<file path="src/rtl/lbp_pkg.sv">
package lbp_pkg;

  // Configuration register map
  localparam int CFG_IDX_W  = 1;
  localparam int CFG_DATA_W = 16;
  localparam logic [CFG_IDX_W-1:0] REG_PERIOD_MS    = 1'd0;
  localparam logic [CFG_IDX_W-1:0] REG_ACTIVE_LEVEL = 1'd1;

  localparam int PERIOD_W = 16;
  localparam logic [PERIOD_W-1:0] PERIOD_RESET = 16'd2000;

  // Quarter of the period, and its largest value
  localparam int QUARTER_W = PERIOD_W - 2;
  localparam int QUARTER_MAX = (1 << QUARTER_W) - 1;

  localparam int DUTY_W  = 5;
  localparam int PHASE_W = 2;

  // Breathing phases
  localparam logic [PHASE_W-1:0] PH_RAMP_UP   = 2'd0;
  localparam logic [PHASE_W-1:0] PH_HOLD_ON   = 2'd1;
  localparam logic [PHASE_W-1:0] PH_RAMP_DOWN = 2'd2;
  localparam logic [PHASE_W-1:0] PH_HOLD_OFF  = 2'd3;

  // Sequencer states
  typedef enum logic [1:0] {
    S_IDLE,
    S_SEARCH,
    S_STEP
  } seq_state_t;

endpackage

</file>
<file path="src/rtl/lbp_if.sv">
interface lbp_tick_if;
  logic valid;
  logic ready;
  logic tick;

  modport source (output valid, output tick, input ready);
  modport sink   (input valid, input tick, output ready);
endinterface

interface lbp_led_if;
  logic       valid;
  logic       ready;
  logic       pin_level;
  logic [4:0] duty_ms;
  logic [1:0] phase;
  logic       cycle_done;

  modport source (output valid, output pin_level, output duty_ms, output phase,
                  output cycle_done, input ready);
  modport sink   (input valid, input pin_level, input duty_ms, input phase,
                  input cycle_done, output ready);
endinterface

</file>
<file path="src/rtl/lbp_step_search.sv">
// Step length search: one add and one compare per cycle. Finds the smallest
// j >= 1 with quarter <= j * FRAME_MS * FRAME_MS, and the last frame index
// FRAME_MS * j - 1, by accumulating both products step by step.
module lbp_step_search
  import lbp_pkg::*;
#(
  parameter int FRAME_MS = 20,
  parameter int STEP_W   = 6,
  parameter int FIDX_W   = 10
) (
  input  logic                 clk,
  input  logic                 rst,
  input  logic                 start,
  input  logic [QUARTER_W-1:0] quarter,
  output logic                 done,
  output logic [STEP_W-1:0]    step_length,
  output logic [FIDX_W-1:0]    last_frame
);

  localparam int SQ    = FRAME_MS * FRAME_MS;
  localparam int ACC_W = $clog2(QUARTER_MAX + SQ + 1);

  localparam logic [ACC_W-1:0]  SQ_C    = ACC_W'(SQ);
  localparam logic [FIDX_W-1:0] FRAME_C = FIDX_W'(FRAME_MS);

  logic                 busy;
  logic [STEP_W-1:0]    j;
  logic [ACC_W-1:0]     acc;
  logic [FIDX_W-1:0]    frames;
  logic [QUARTER_W-1:0] target;
  logic                 reached;

  assign reached = (acc >= ACC_W'(target));

  // Control: busy until the accumulated product covers the quarter
  always_ff @(posedge clk) begin
    if (rst) begin
      busy <= 1'b0;
      done <= 1'b0;
    end else begin
      done <= 1'b0;
      if (start) begin
        busy <= 1'b1;
      end else if (busy && reached) begin
        busy <= 1'b0;
        done <= 1'b1;
      end
    end
  end

  // Datapath: advance j and both running products
  always_ff @(posedge clk) begin
    if (start) begin
      target <= quarter;
      j      <= STEP_W'(1);
      acc    <= SQ_C;
      frames <= FRAME_C;
    end else if (busy) begin
      if (reached) begin
        step_length <= j;
        last_frame  <= frames - FIDX_W'(1);
      end else begin
        j      <= j + STEP_W'(1);
        acc    <= acc + SQ_C;
        frames <= frames + FRAME_C;
      end
    end
  end

endmodule

</file>
<file path="src/rtl/led_breathing_pwm_core.sv">
// Breathing-LED PWM sequencer.
// Channels: tick_ch (sink) carries one beat per millisecond slot; tick = 1
// means one millisecond passes, tick = 0 only samples the coming millisecond.
// led_ch (source) returns exactly one beat per input beat: pin level, duty,
// phase and an end-of-cycle mark. cfg_we/cfg_idx/cfg_data write period_ms
// (index 0) and active_level (index 1); write only while the block is idle.
// Handshake: tick_ch.ready is high only in the idle state. An ordinary
// beat moves the sequencer to the step state, which writes the result
// register and returns to idle, so a beat is taken only after the last
// one is through. The first tick of a breathing cycle first runs the step
// length search in its own adder and comparator, trying j up to
// JMAX = ceil(16383 / FRAME_MS^2) (41 at FRAME_MS = 20).
// A result waits in the output register while led_ch.ready is low; the
// next beat is still accepted and is held until the register frees.
// Reset: ramp-up phase, duty 0, period 2000 ms, active level 0; the next
// tick starts a fresh cycle. Results in flight are dropped.
module led_breathing_pwm_core
  import lbp_pkg::*;
#(
  parameter int FRAME_MS = 20
) (
  input  logic                  clk,
  input  logic                  rst,
  lbp_tick_if.sink              tick_ch,
  lbp_led_if.source             led_ch,
  input  logic                  cfg_we,
  input  logic [CFG_IDX_W-1:0]  cfg_idx,
  input  logic [CFG_DATA_W-1:0] cfg_data
);

  localparam int SQ     = FRAME_MS * FRAME_MS;
  localparam int JMAX   = (QUARTER_MAX + SQ - 1) / SQ;
  localparam int STEP_W = $clog2(JMAX + 1);
  localparam int FIDX_W = $clog2(FRAME_MS * JMAX + 1);

  localparam logic [DUTY_W-1:0] FRAME_C = DUTY_W'(FRAME_MS);

  // Configuration
  logic [PERIOD_W-1:0] period_ms;
  logic                active_level;

  always_ff @(posedge clk) begin
    if (rst) begin
      period_ms    <= PERIOD_RESET;
      active_level <= 1'b0;
    end else if (cfg_we) begin
      if (cfg_idx == REG_PERIOD_MS) period_ms <= cfg_data[PERIOD_W-1:0];
      if (cfg_idx == REG_ACTIVE_LEVEL) active_level <= cfg_data[0];
    end
  end

  // Sequencer
  seq_state_t state, state_next;
  logic in_accept, search_start, search_done, step_fire, tick_r;
  logic at_start;

  assign in_accept = tick_ch.valid && tick_ch.ready;

  always_comb begin
    state_next = state;
    case (state)
      S_IDLE:   if (in_accept) state_next = search_start ? S_SEARCH : S_STEP;
      S_SEARCH: if (search_done) state_next = S_STEP;
      S_STEP:   if (step_fire) state_next = S_IDLE;
      default:  state_next = S_IDLE;
    endcase
  end

  always_comb begin
    tick_ch.ready = (state == S_IDLE);
    search_start  = in_accept && tick_ch.tick && at_start;
    step_fire     = (state == S_STEP) && (!led_ch.valid || led_ch.ready);
  end

  always_ff @(posedge clk) begin
    if (rst) state <= S_IDLE;
    else     state <= state_next;
  end

  always_ff @(posedge clk) begin
    if (in_accept) tick_r <= tick_ch.tick;
  end

  // Breathing state
  logic [PHASE_W-1:0]   phase_reg, phase_reg_next;
  logic [FIDX_W-1:0]    frame_index, frame_index_next;
  logic [DUTY_W-1:0]    duty_reg, duty_reg_next;
  logic [DUTY_W-1:0]    frame_ms_count, frame_ms_count_next;
  logic [QUARTER_W-1:0] hold_count, hold_count_next;
  logic [STEP_W-1:0]    step_count, step_count_next;
  logic [QUARTER_W-1:0] quarter_len;
  logic [STEP_W-1:0]    step_length;
  logic [FIDX_W-1:0]    last_frame;
  logic                 at_start_next;

  lbp_step_search #(
    .FRAME_MS (FRAME_MS),
    .STEP_W   (STEP_W),
    .FIDX_W   (FIDX_W)
  ) u_search (
    .clk         (clk),
    .rst         (rst),
    .start       (search_start),
    .quarter     (period_ms[PERIOD_W-1:2]),
    .done        (search_done),
    .step_length (step_length),
    .last_frame  (last_frame)
  );

  // Result and next state of one millisecond
  logic                 pin_on, pin, done;
  logic [PHASE_W-1:0]   ph;
  logic [DUTY_W-1:0]    duty;
  logic [DUTY_W-1:0]    off_len, cnt_inc;
  logic [STEP_W-1:0]    step_inc;
  logic [QUARTER_W-1:0] hold_inc;

  always_comb begin
    off_len  = FRAME_C - duty_reg;
    cnt_inc  = frame_ms_count + DUTY_W'(1);
    step_inc = step_count + STEP_W'(1);
    hold_inc = hold_count + QUARTER_W'(1);

    case (phase_reg)
      PH_RAMP_UP:   pin_on = (frame_ms_count >= off_len);
      PH_HOLD_ON:   pin_on = 1'b1;
      PH_RAMP_DOWN: pin_on = (frame_ms_count < off_len);
      default:      pin_on = 1'b0;
    endcase
    if (at_start) pin_on = 1'b0;
    pin  = pin_on ? active_level : ~active_level;
    ph   = at_start ? PH_RAMP_UP : phase_reg;
    duty = (at_start || ph == PH_HOLD_ON || ph == PH_HOLD_OFF) ? '0 : duty_reg;

    phase_reg_next      = phase_reg;
    frame_index_next    = frame_index;
    duty_reg_next       = duty_reg;
    frame_ms_count_next = frame_ms_count;
    hold_count_next     = hold_count;
    step_count_next     = step_count;
    at_start_next       = at_start;
    done                = 1'b0;

    if (tick_r) begin
      if (phase_reg == PH_RAMP_UP || phase_reg == PH_RAMP_DOWN) begin
        frame_ms_count_next = cnt_inc;
        if (cnt_inc >= FRAME_C) begin
          frame_ms_count_next = '0;
          if (frame_index >= last_frame) begin
            // End of ramp: hold, or skip the hold when the quarter is zero
            hold_count_next  = '0;
            frame_index_next = FIDX_W'(1);
            duty_reg_next    = '0;
            step_count_next  = '0;
            if (phase_reg == PH_RAMP_UP) begin
              phase_reg_next = (quarter_len == '0) ? PH_RAMP_DOWN : PH_HOLD_ON;
            end else if (quarter_len == '0) begin
              phase_reg_next = PH_RAMP_UP;
              done           = 1'b1;
              at_start_next  = 1'b1;
            end else begin
              phase_reg_next = PH_HOLD_OFF;
            end
          end else begin
            frame_index_next = frame_index + FIDX_W'(1);
            step_count_next  = step_inc;
            if (step_inc >= step_length) begin
              step_count_next = '0;
              duty_reg_next   = duty_reg + DUTY_W'(1);
            end
          end
        end
      end else begin
        hold_count_next = hold_inc;
        if (hold_inc >= quarter_len) begin
          hold_count_next     = '0;
          frame_index_next    = FIDX_W'(1);
          duty_reg_next       = '0;
          frame_ms_count_next = '0;
          step_count_next     = '0;
          if (phase_reg == PH_HOLD_ON) begin
            phase_reg_next = PH_RAMP_DOWN;
          end else begin
            phase_reg_next = PH_RAMP_UP;
            done           = 1'b1;
            at_start_next  = 1'b1;
          end
        end
      end
    end
  end

  // Commit the millisecond step
  always_ff @(posedge clk) begin
    if (rst) begin
      at_start       <= 1'b1;
      phase_reg      <= PH_RAMP_UP;
      frame_index    <= FIDX_W'(1);
      duty_reg       <= '0;
      frame_ms_count <= '0;
      hold_count     <= '0;
      step_count     <= '0;
    end else if (search_start) begin
      at_start <= 1'b0;
    end else if (step_fire) begin
      at_start       <= at_start_next;
      phase_reg      <= phase_reg_next;
      frame_index    <= frame_index_next;
      duty_reg       <= duty_reg_next;
      frame_ms_count <= frame_ms_count_next;
      hold_count     <= hold_count_next;
      step_count     <= step_count_next;
    end
  end

  // Latch the quarter at cycle start
  always_ff @(posedge clk) begin
    if (search_start) quarter_len <= period_ms[PERIOD_W-1:2];
  end

  // Output register
  always_ff @(posedge clk) begin
    if (rst) begin
      led_ch.valid <= 1'b0;
    end else if (step_fire) begin
      led_ch.valid <= 1'b1;
    end else if (led_ch.ready) begin
      led_ch.valid <= 1'b0;
    end
  end

  always_ff @(posedge clk) begin
    if (step_fire) begin
      led_ch.pin_level  <= pin;
      led_ch.duty_ms    <= duty;
      led_ch.phase      <= ph;
      led_ch.cycle_done <= done;
    end
  end

endmodule

</file>
<file path="src/flat_wrapper.sv">
// flat-port wrapper written by rule: the top's interface ports become plain ports
module led_breathing_pwm_core_flat import lbp_pkg::*;
#(
  parameter int FRAME_MS = 20
)
  (clk, rst, cfg_we, cfg_idx, cfg_data, tick_ch_valid, tick_ch_tick, tick_ch_ready, led_ch_valid, led_ch_pin_level, led_ch_duty_ms, led_ch_phase, led_ch_cycle_done, led_ch_ready);
  lbp_tick_if tick_ch_i ();
  lbp_led_if led_ch_i ();
  input  logic clk;
  input  logic rst;
  input  logic cfg_we;
  input  logic [CFG_IDX_W-1:0] cfg_idx;
  input  logic [CFG_DATA_W-1:0] cfg_data;
  input wire logic [$bits(tick_ch_i.valid)-1:0] tick_ch_valid;
  input wire logic [$bits(tick_ch_i.tick)-1:0] tick_ch_tick;
  output wire logic [$bits(tick_ch_i.ready)-1:0] tick_ch_ready;
  output wire logic [$bits(led_ch_i.valid)-1:0] led_ch_valid;
  output wire logic [$bits(led_ch_i.pin_level)-1:0] led_ch_pin_level;
  output wire logic [$bits(led_ch_i.duty_ms)-1:0] led_ch_duty_ms;
  output wire logic [$bits(led_ch_i.phase)-1:0] led_ch_phase;
  output wire logic [$bits(led_ch_i.cycle_done)-1:0] led_ch_cycle_done;
  input wire logic [$bits(led_ch_i.ready)-1:0] led_ch_ready;
  assign tick_ch_i.valid = tick_ch_valid;
  assign tick_ch_i.tick = tick_ch_tick;
  assign tick_ch_ready = tick_ch_i.ready;
  assign led_ch_valid = led_ch_i.valid;
  assign led_ch_pin_level = led_ch_i.pin_level;
  assign led_ch_duty_ms = led_ch_i.duty_ms;
  assign led_ch_phase = led_ch_i.phase;
  assign led_ch_cycle_done = led_ch_i.cycle_done;
  assign led_ch_i.ready = led_ch_ready;
  led_breathing_pwm_core #(.FRAME_MS(FRAME_MS)) u_core (.clk(clk), .rst(rst), .tick_ch(tick_ch_i), .led_ch(led_ch_i), .cfg_we(cfg_we), .cfg_idx(cfg_idx), .cfg_data(cfg_data));
endmodule
</file>
<file path="config.mk">
export PLATFORM = sky130hd
export DESIGN_NAME = led_breathing_pwm_core_flat
export DESIGN_NICKNAME = d
export VERILOG_FILES = /design/src/rtl/lbp_pkg.sv /design/src/rtl/lbp_if.sv /design/src/rtl/lbp_step_search.sv /design/src/rtl/led_breathing_pwm_core.sv /design/src/flat_wrapper.sv
export SDC_FILE = /design/constraint.sdc
export NUM_CORES = 1
export LEC_CHECK = 0
export BUFFER_PORTS_ARGS = -buffer_cell sky130_fd_sc_hd__buf_2
export CORE_ASPECT_RATIO = 0.9
export CORE_MARGIN = 8
export CORE_UTILIZATION = 30
export DETAILED_ROUTE_END_ITERATION = 16
export SLEW_MARGIN = 20
export SYNTH_ARGS = -nofsm -noshare
export SYNTH_HDL_FRONTEND = slang
export SYNTH_SLANG_ARGS = --single-unit
</file>
<file path="constraint.sdc">
create_clock -name clk -period 3.6 [get_ports clk]
set_input_delay 0.18 -clock clk [delete_from_list [all_inputs] [get_ports clk]]
set_output_delay 0.18 -clock clk [all_outputs]
set_load 0.005 [all_outputs]
</file>
## After elaboration in Yosys (flattened, before gate mapping)

Index checks and enable logic that the tools add are counted.

| word-level totals | value |
|---|---|
| logic and storage cells | 152 |
| output and inout port bits | 11 |
| bits of input ports | 23 |
| bits in registers | 136 |

| cells by class | value |
|---|---|
| magnitude comparators | 7 |
| bitwise gates (word level) | 4 |
| $add $sub $neg | 10 |
| muxes and demuxes | 59 |
| eq/ne operators | 17 |
| reductions and logical operators | 31 |

Operators with widths:

| kind | number |
|---|---|
| $mux W14 | 4 |
| $mux W10 | 4 |
| $mux W5 | 7 |
| $mux W6 | 5 |
| $mux W2 | 13 |
| $mux W1 | 24 |
| $add A15 B9 Y15 const B | 1 |
| $ge A15 B14 Y1 | 1 |
| $add A14 B1 Y14 const B | 1 |
| $ge A14 B14 Y1 | 1 |
| $logic_not A14 Y1 | 1 |
| $add A6 B1 Y6 const B | 2 |
| $ne A3 B2 Y1 const B | 4 |
| $reduce_and A6 Y1 | 2 |
| $add A10 B1 Y10 const B | 1 |
| $add A10 B5 Y10 const B | 1 |
| $add A5 B1 Y5 const B | 2 |
| $ge A10 B10 Y1 | 1 |
| $reduce_and A5 Y1 | 2 |
| $reduce_bool A2 Y1 | 5 |
| $sub A10 B1 Y10 const B | 1 |
| $ne A2 B2 Y1 const B | 4 |
| $reduce_and A8 Y1 | 1 |
| $eq A2 B1 Y1 const B | 3 |
| other kinds (21) | 37 |

## Longest topological paths before layout

Gate-level depths: netlist (run 1).

| logic depth | value |
|---|---|
| word-level depth | 9 |
| mapped depth | 13 |
| depth with buffers taken out | 12 |

## Cells and area by module

Synthesis (run 1) repeated with hierarchy kept, for this count alone.

| unflattened totals | value |
|---|---|
| cell total of the unflattened synthesis | 787 |
| area total of the unflattened synthesis | 7407.1 um^2 |

By module, submodules not included:

| module | sequential area each (um^2) | area an instance (um^2) | cells an instance | instances |
|---|---|---|---|---|
| led_breathing_pwm_core | 1941.9 | 4884.7 | 562 | 1 |
| lbp_step_search | 1381.3 | 2522.4 | 225 | 1 |

## Worst setup path after synthesis (run 1)

Ideal clock, no wire load.

| timing | value |
|---|---|
| path kind | register to register |
| start | register u_core.hold_count[2] |
| end | register u_core.hold_count[9] |
| path buffers | 1 |
| library setup time | 0.070 ns |
| cell stages (with the launch flop) | 13 |
| clock period less this slack | 3.397 ns |
| data arrival time | 3.327 ns |
| setup slack | 0.203 ns |
| path through | dfxtp_1 > nand3_1 > nor4_1 > nand3_1 > xnor2_1 > ha_1 > a211oi_1 > nor2_1 > or4b_1 > nor2_1 > buf_2 > nand4b_1 > a21oi_1 |

| on the way | value |
|---|---|
| word-level cells in the longest chain between the ends | 4 |

RTL lines:

| what | RTL line | source |
|---|---|---|
| from (decl) | led_breathing_pwm_core.sv:89 | `logic [QUARTER_W-1:0] hold_count, hold_count_next;` |
| from (signal assigned) | led_breathing_pwm_core.sv:211 | `hold_count <= hold_count_next;` |
| $add A14 B1 Y14 * | led_breathing_pwm_core.sv:122 | `hold_inc = hold_count + QUARTER_W'(1);` |
| $ge A14 B14 Y1 | led_breathing_pwm_core.sv:175 | `if (hold_inc >= quarter_len) begin` |
| $mux W14 * | led_breathing_pwm_core.sv:175 |  |
| $mux W14 * | led_breathing_pwm_core.sv:145 | `if (phase_reg == PH_RAMP_UP \|\| phase_reg == PH_RAMP_DOWN) begin` |

Mark *: on every way between the ends. The rest lies on a longest branch, timed or not.
A chain may end at the register's enable or synchronous reset.

## Worst setup path after layout (run 1)

| timing | value |
|---|---|
| start | register u_core.hold_count[1] |
| end | register u_core.frame_index[0] |

| on the way | value |
|---|---|
| word-level cells in the longest chain between the ends | 4 |

RTL lines:

| what | RTL line | source |
|---|---|---|
| $add A14 B1 Y14 | led_breathing_pwm_core.sv:122 |  |
| $ge A14 B14 Y1 | led_breathing_pwm_core.sv:175 |  |
| $reduce_bool A2 Y1 (no line) | n/a |  |
| $reduce_and A5 Y1 (no line) | n/a |  |
| to (signal assigned) | led_breathing_pwm_core.sv:208 | `frame_index <= frame_index_next;` |
| to (decl) | led_breathing_pwm_core.sv:86 | `logic [FIDX_W-1:0] frame_index, frame_index_next;` |

Every way passes these cells.

==> summary.txt, run 1 <==
Fin area = 8188 um^2
Slew @ Worst Pin = 1.054 ns
Critical Path Fanout Max = 25
Final setup TNS = 0 ns
H-tree depth = 4
Residual DRC count = 0
Die area = 28060 um^2
Seq/Total Area, Yosys = 42.16%
Status = finished, final reports clean
Die width = 175.7 um
# setup viols final = 0
Hold Startpoint = cfg_data[5]
Flop-to-flop setup slack = 0.23 ns
Via count = 5694
Biggest regs = u_core.hold_count (14), u_core.period_ms (14), u_core.quarter_len (14)
Hold path cells = 3
CTS Buffer Depth = 2
CTS tree = built
Share of cells above drive strength 1 = 11.53%
Final period util = 93.54%
Vias in the first global route = 5356
Site Rows = 52
Clk pin slew, worst setup/hold paths = 0.06 ns
Slack of the critical path = 0.2325 ns
Most frequent cells in the layout = dfxtp_1 (88), nand2_1 (81), a21oi_1 (78), ha_1 (55), o21ai_0 (54)
Post-synth top area share = 25.59%
Critical Path AT = 3.67 ns
Total track usage = 11.27%
Remaining global-route overflow = 0
Synth top area cells = dfxtp_1 (26%), edfxtp_1 (17%), ha_1 (10%)
Slew Limit Fails = 0
VDD IR max = 0.0002819 V
# IOs = 34
Syn_nets = 860
DR iter-0 viols = 310
Peak Freq = 297.0 MHz
Antenna violations before repair = 0
Setup WS pre-CTS = 0.1343 ns
Worst reg2reg path startpoint = u_core.hold_count[1]
CP Capture Type = flip-flop
Pin count of the biggest net entering global routing = 52
Ys flop type = dfxtp_1
Shortest period the worst path allows = 3.368 ns
Avg Inst Size Synth = 8.805 um^2
Placement-stage cell area = 7431 um^2
Synth-to-Final Area Change = 18.92%
Flops & latches, synth = 126
First-pass DRT Iterations = 4
Clk_lat worst skew = 0.42 ns
Inserted Diodes = 0
Asr flop ratio synth = 0%
Vias/cell = 5.004
Hold EP = u_core.period_ms[5]
CP Launch Type = flip-flop
GPL Wtd Cong = 0.7971
TritonCTS Buffers = 17
CTS Root Buffer Type = clkbuf_16
First-pass GRT wire length = 26240 um
Synth unique cells = 61
Post-DRT Antenna Nets = 0
Post-CTS Setup Bufs = 0
Synth Warn # = 0
Drt wl/cell = 13.76 um
Total power divided by cell area = 477.1 nW/um^2
Final hold viol count = 0
Port Buffers = 32
Worst min-delay path class = in -> reg
Cell taking the most area after synthesis = dfxtp_1
Syn Inst Count = 782
RSZ-0062 raised after global routing = false
Post-synth EDFFs = 38
Critical path class = reg -> reg
Clock sink total = 126
Die Y = 159.7 um
Maxcap violations = 0
Skew final = 0.01092 ns
NumNets Final = 907
Worst R2R End = u_core.frame_index[0]
Worst slew margin = 29.71%
Most common cell after layout, fill and taps aside = dfxtp_1
Final Power = 3.906 mW
WL final = 15660 um
Core ar. = 22510 um^2
Initial cell density of the core = 30.59%
Req. time, crit path = 3.90 ns
R2r worst-path depth = 13
Fillers = 2280
Mapped cell area = 6885 um^2
Leak Pwr = 3.235 nW
Detailed placement HPWL = 10820 um
-- kinds of logic after synthesis --
logic type	after synthesis	share of synthesized area, %
and+or+nand+nor	301	23.15
AOI/OAI and AO/OA	197	17.08
DFF	126	42.16
buffers and inverters	78	4.398
adders and majority gates	55	9.995
xor gates and xnor gates	23	2.926
muxes	2	0.2908
-- repair_timing --
item,in CTS,in global routing
endpoints found under the hold margin,14,0
hold buffers,14,0
gates resized for setup,0,4
setup endpoints to repair,0,22
-- worst max-delay path by stage --
stage / start / end / slack (ns) / depth (start not counted)
2_1_floorplan: u_core.hold_count[2] / u_core.hold_count[9] / 0.20 / 12
3_3_place_gp: u_core.hold_count[0] / u_core.step_count[3] / 0.20 / 14
3_5_place_dp: u_core.hold_count[0] / u_core.step_count[3] / 0.13 / 14
4_1_cts: u_core.hold_count[0] / u_core.step_count[3] / 0.12 / 14
5_1_grt: u_core.hold_count[1] / u_core.hold_count[11] / 0.02 / 13
6_report: u_core.hold_count[1] / u_core.frame_index[0] / 0.23 / 13
-- metrics by stage --
| stage | utilization (%) | std cells | hold WS, ns |
|---|---|---|---|
| after floorplan | - | 782 | 0.2789 |
| after global placement | 33.01 | 1093 | 0.3747 |
| after detailed placement | 33.01 | 1093 | 0.3735 |
| after CTS | 36.31 | 1138 | 0.001311 |
| after global routing | 36.37 | 1138 | 0.02805 |
| final | 36.37 | 1138 | 0.01720 |
-- worst max-delay path, stage by stage, from the launching register on --
cell and delay, ns:
dfxtp_1 0.36, nand3_1 0.19, nor4_1 0.36, buf_4 0.20, nand3_1 0.14, xnor2_1 0.16, ha_1 0.31, a211oi_1 0.21
nor2_1 0.08, or4b_4 0.56, o21ai_2 0.18, buf_12 0.18, nor2_1 0.05, a211o_1 0.25
-- cell type report --
cell class                      count  area (um^2)  area share, %
Clock buffer                       18        439.2          5.364
Clock inverter                     13        163.9          2.002
Inverter                           39        146.4          1.788
Multi-Input combinational cell    578         3690          45.06
Sequential cell                   126         2903          35.45
Tap cell                          297        371.6          4.539
Timing Repair Buffer               67        474.2          5.792
-- per-layer routing --
| layer | track usage (%) | vias to the layer above | share of wire (%) |
|---|---|---|---|
| met5 | 0 | - | 0 |
| met4 | 3.235 | 0 | 1.2 |
| met3 | 3.017 | 13 | 3.7 |
| met2 | 17.47 | 80 | 44 |
| met1 | 15.08 | 2651 | 51 |
| li1 | - | 2950 | - |
-- cells in the mapped netlist (11+ instances only) --
library cell	instances
ha_1	55
clkbuf_1	29
a21oi_1	78
inv_1	39
nor3_1	17
nand3_1	44
nand3b_1	13
nor2b_1	15
xor2_1	12
or3_1	15
xnor2_1	11
nand2_1	81
o21ai_0	54
nor2_1	35
dfxtp_1	88
edfxtp_1	38
and2_1	11
-- power by group --
part	total (mW)	switching, mW	internal, mW	leakage, nW
Combinational	0.438	0.243	0.195	1.89
Clock	1.75	0.649	1.10	0.281
Sequential	1.71	0.125	1.59	1.07
No activity file was read; power rests on OpenSTA's default activity.
==> run 2, diff against run 1 <==
--- a/config.mk
+++ b/config.mk
@@ -10,6 +10,7 @@
 export CORE_MARGIN = 8
 export CORE_UTILIZATION = 30
 export DETAILED_ROUTE_END_ITERATION = 16
+export REMOVE_ABC_BUFFERS = 1
 export SLEW_MARGIN = 20
 export SYNTH_ARGS = -nofsm -noshare
 export SYNTH_HDL_FRONTEND = slang
==> summary.txt, run 2 (synthesis gave the netlist of run 1 again) <==
Final period util = 93.99% (+0.44 points)
Hold EP = u_core.period_ms[13]
Critical Path Fanout Max = 5 (-80%)
Req. time, crit path = 3.77 ns (-0.13 ns)
Residual DRC count = 0 (unchanged)
Inserted Diodes = 0 (unchanged)
Clk pin slew, worst setup/hold paths = 0.06 ns (about the same)
First-pass DRT Iterations = 4 (unchanged)
Core ar. = 22510 um^2 (unchanged)
CTS Root Buffer Type = clkbuf_16
Peak Freq = 295.6 MHz (-0.47%)
Site Rows = 52 (unchanged)
Most frequent cells in the layout = dfxtp_1 (88), nand2_1 (81), a21oi_1 (78), ha_1 (55), o21ai_0 (54)
Antenna violations before repair = 0 (unchanged)
Hold path cells = 3 (unchanged)
Remaining global-route overflow = 0 (unchanged)
Die width = 175.7 um (unchanged)
Die Y = 159.7 um (unchanged)
Fillers = 2323 (+1.9%)
Shortest period the worst path allows = 3.383 ns (+0.01595 ns)
Critical path class = reg -> reg
WHS = 0.01989 ns (+0.002690 ns)
Clock sink total = 126 (unchanged)
Critical Path AT = 3.56 ns (-0.11 ns)
Total track usage = 10.89% (-0.38 points)
Maxcap violations = 0 (unchanged)
Initial cell density of the core = 30.59% (unchanged)
Critical path's slowest cell = or4_1
Clk_lat worst skew = 0.42 ns (about the same)
Fin area = 8208 um^2 (+0.24%)
First-pass GRT wire length = 25660 um (-2.2%)
Post-DRT Antenna Nets = 0 (unchanged)
Die area = 28060 um^2 (unchanged)
Setup crit start = u_core.hold_count[0]
Placement-stage cell area = 7438 um^2 (+0.10%)
Worst slew margin = 34.56% (+4.8 points)
Skew final = 0.009923 ns (-0.001001 ns)
Crit path cell chain = nand3_1 -> or2_2 -> nor2_1 -> xor2_1 -> ha_1 -> a211oi_2 -> o21ai_0 -> o211a_1 -> or4_1 -> a31oi_1 -> nor2b_1
Synth-to-Final Area Change = 19.21%
CP Launch Type = flip-flop
Slew Limit Fails = 0 (unchanged)
Detailed placement HPWL = 10560 um (-2.4%)
Leak Pwr = 3.238 nW (+0.10%)
Slack of the critical path = 0.2165 ns (-0.01595 ns)
CTS tree = built
Biggest regs = u_core.hold_count (14), u_core.period_ms (14), u_core.quarter_len (14)
GPL Wtd Cong = 0.7772 (-2.5%)
H-tree depth = 4 (unchanged)
Worst R2R End = u_core.led_ch.cycle_done
Worst reg2reg path startpoint = u_core.hold_count[0]
Most common cell after layout, fill and taps aside = dfxtp_1
Status = finished, final reports clean
Vias in the first global route = 5439 (+1.5%)
Via count = 5688 (-0.11%)
Hold Startpoint = cfg_data[13]
Worst min-delay path class = in -> reg
Share of cells above drive strength 1 = 11.27% (-0.26 points)
WL final = 15220 um (-2.8%)
Slew @ Worst Pin = 0.9817 ns (-0.07260 ns)
CP max stage delay = 0.60 ns (+0.04 ns)
# setup viols final = 0 (unchanged)
Port Buffers = 32 (unchanged)
CTS Buffer Depth = 2 (unchanged)
Total power divided by cell area = 471.2 nW/um^2 (-1.2%)
TritonCTS Buffers = 17 (unchanged)
NumNets Final = 908 (+0.11%)
# IOs = 34 (unchanged)
Final setup TNS = 0 ns (unchanged)
Pin count of the biggest net entering global routing = 50 (-3.8%)
Vias/cell = 4.989 (-0.28%)
R2r worst-path depth = 11 (-2)
Final Power = 3.868 mW (-0.99%)
Flop-to-flop setup slack = 0.22 ns (-0.02 ns)
DR iter-0 viols = 334 (+7.7%)
VDD IR max = 0.0003041 V (+7.9%)
Setup WS pre-CTS = 0.02706 ns (-0.1072 ns)
Drt wl/cell = 13.35 um (-3.0%)
CP Capture Type = flip-flop
Final hold viol count = 0 (unchanged)
[run 2: area by class of cell]
type                    instances  area, um^2  area share, %
clock buffers                  24       525.5          6.402
repair buffers                 68       478.0          5.823
inverters                      39       146.4          1.784
clock inverters                 8       76.32         0.9299
flip-flops and latches        126        2903          35.37
multi-input cells             578        3707          45.17
well taps                     297       371.6          4.527
[run 2: power by group]
group,internal [mW],switching [mW],total (mW)
sequential,1.59,0.125,1.71
clock,1.09,0.631,1.72
combinational,0.194,0.238,0.432
[run 2: timing repair]
action,CTS,global route
resized for setup,0,5
hold buffers,14,0
endpoints found under the setup margin,0,27
setup buffers,0,0
hold endpoints to repair,14,0
[run 2: how the worst max path moves through the flow]
stage / cells after the start / slack (ns) / to
floorplan: 11 / -0.13 / u_core.hold_count[2]
global placement: 14 / 0.19 / u_core.step_count[3]
detailed placement: 14 / 0.03 / u_core.step_count[3]
CTS: 14 / 0.0004 / u_core.step_count[3]
global route: 14 / -0.004 / u_core.step_count[3]
finish: 11 / 0.22 / u_core.led_ch.cycle_done
[run 2: critical path, delay by kind of cell, from the launching register on]
family / cells / cell delay (ns)
simple gates: 5 / 1.37
flops: 1 / 0.42
fa+ha+maj: 1 / 0.30
compound gates: 4 / 0.84
xor+xnor: 1 / 0.23
[run 2: metrics by stage]
| stage | cells | utilization, % |
|---|---|---|
| 5_1_grt | 1140 | 36.46 |
| 2_1_floorplan | 743 | - |
| 6_report | 1140 | 36.46 |
| 3_3_place_gp | 1094 | 33.04 |
| 4_1_cts | 1140 | 36.34 |
| 3_5_place_dp | 1094 | 33.04 |
[run 2: metal layers]
metal / vias to the layer above / global-route usage (%) / routed length (um)
li1: 2943 / - / -
met1: 2652 / 14.16 / 7699
met2: 80 / 17.40 / 6803
met3: 13 / 2.900 / 552
met4: 0 / 3.157 / 161
met5: - / 0 / 0
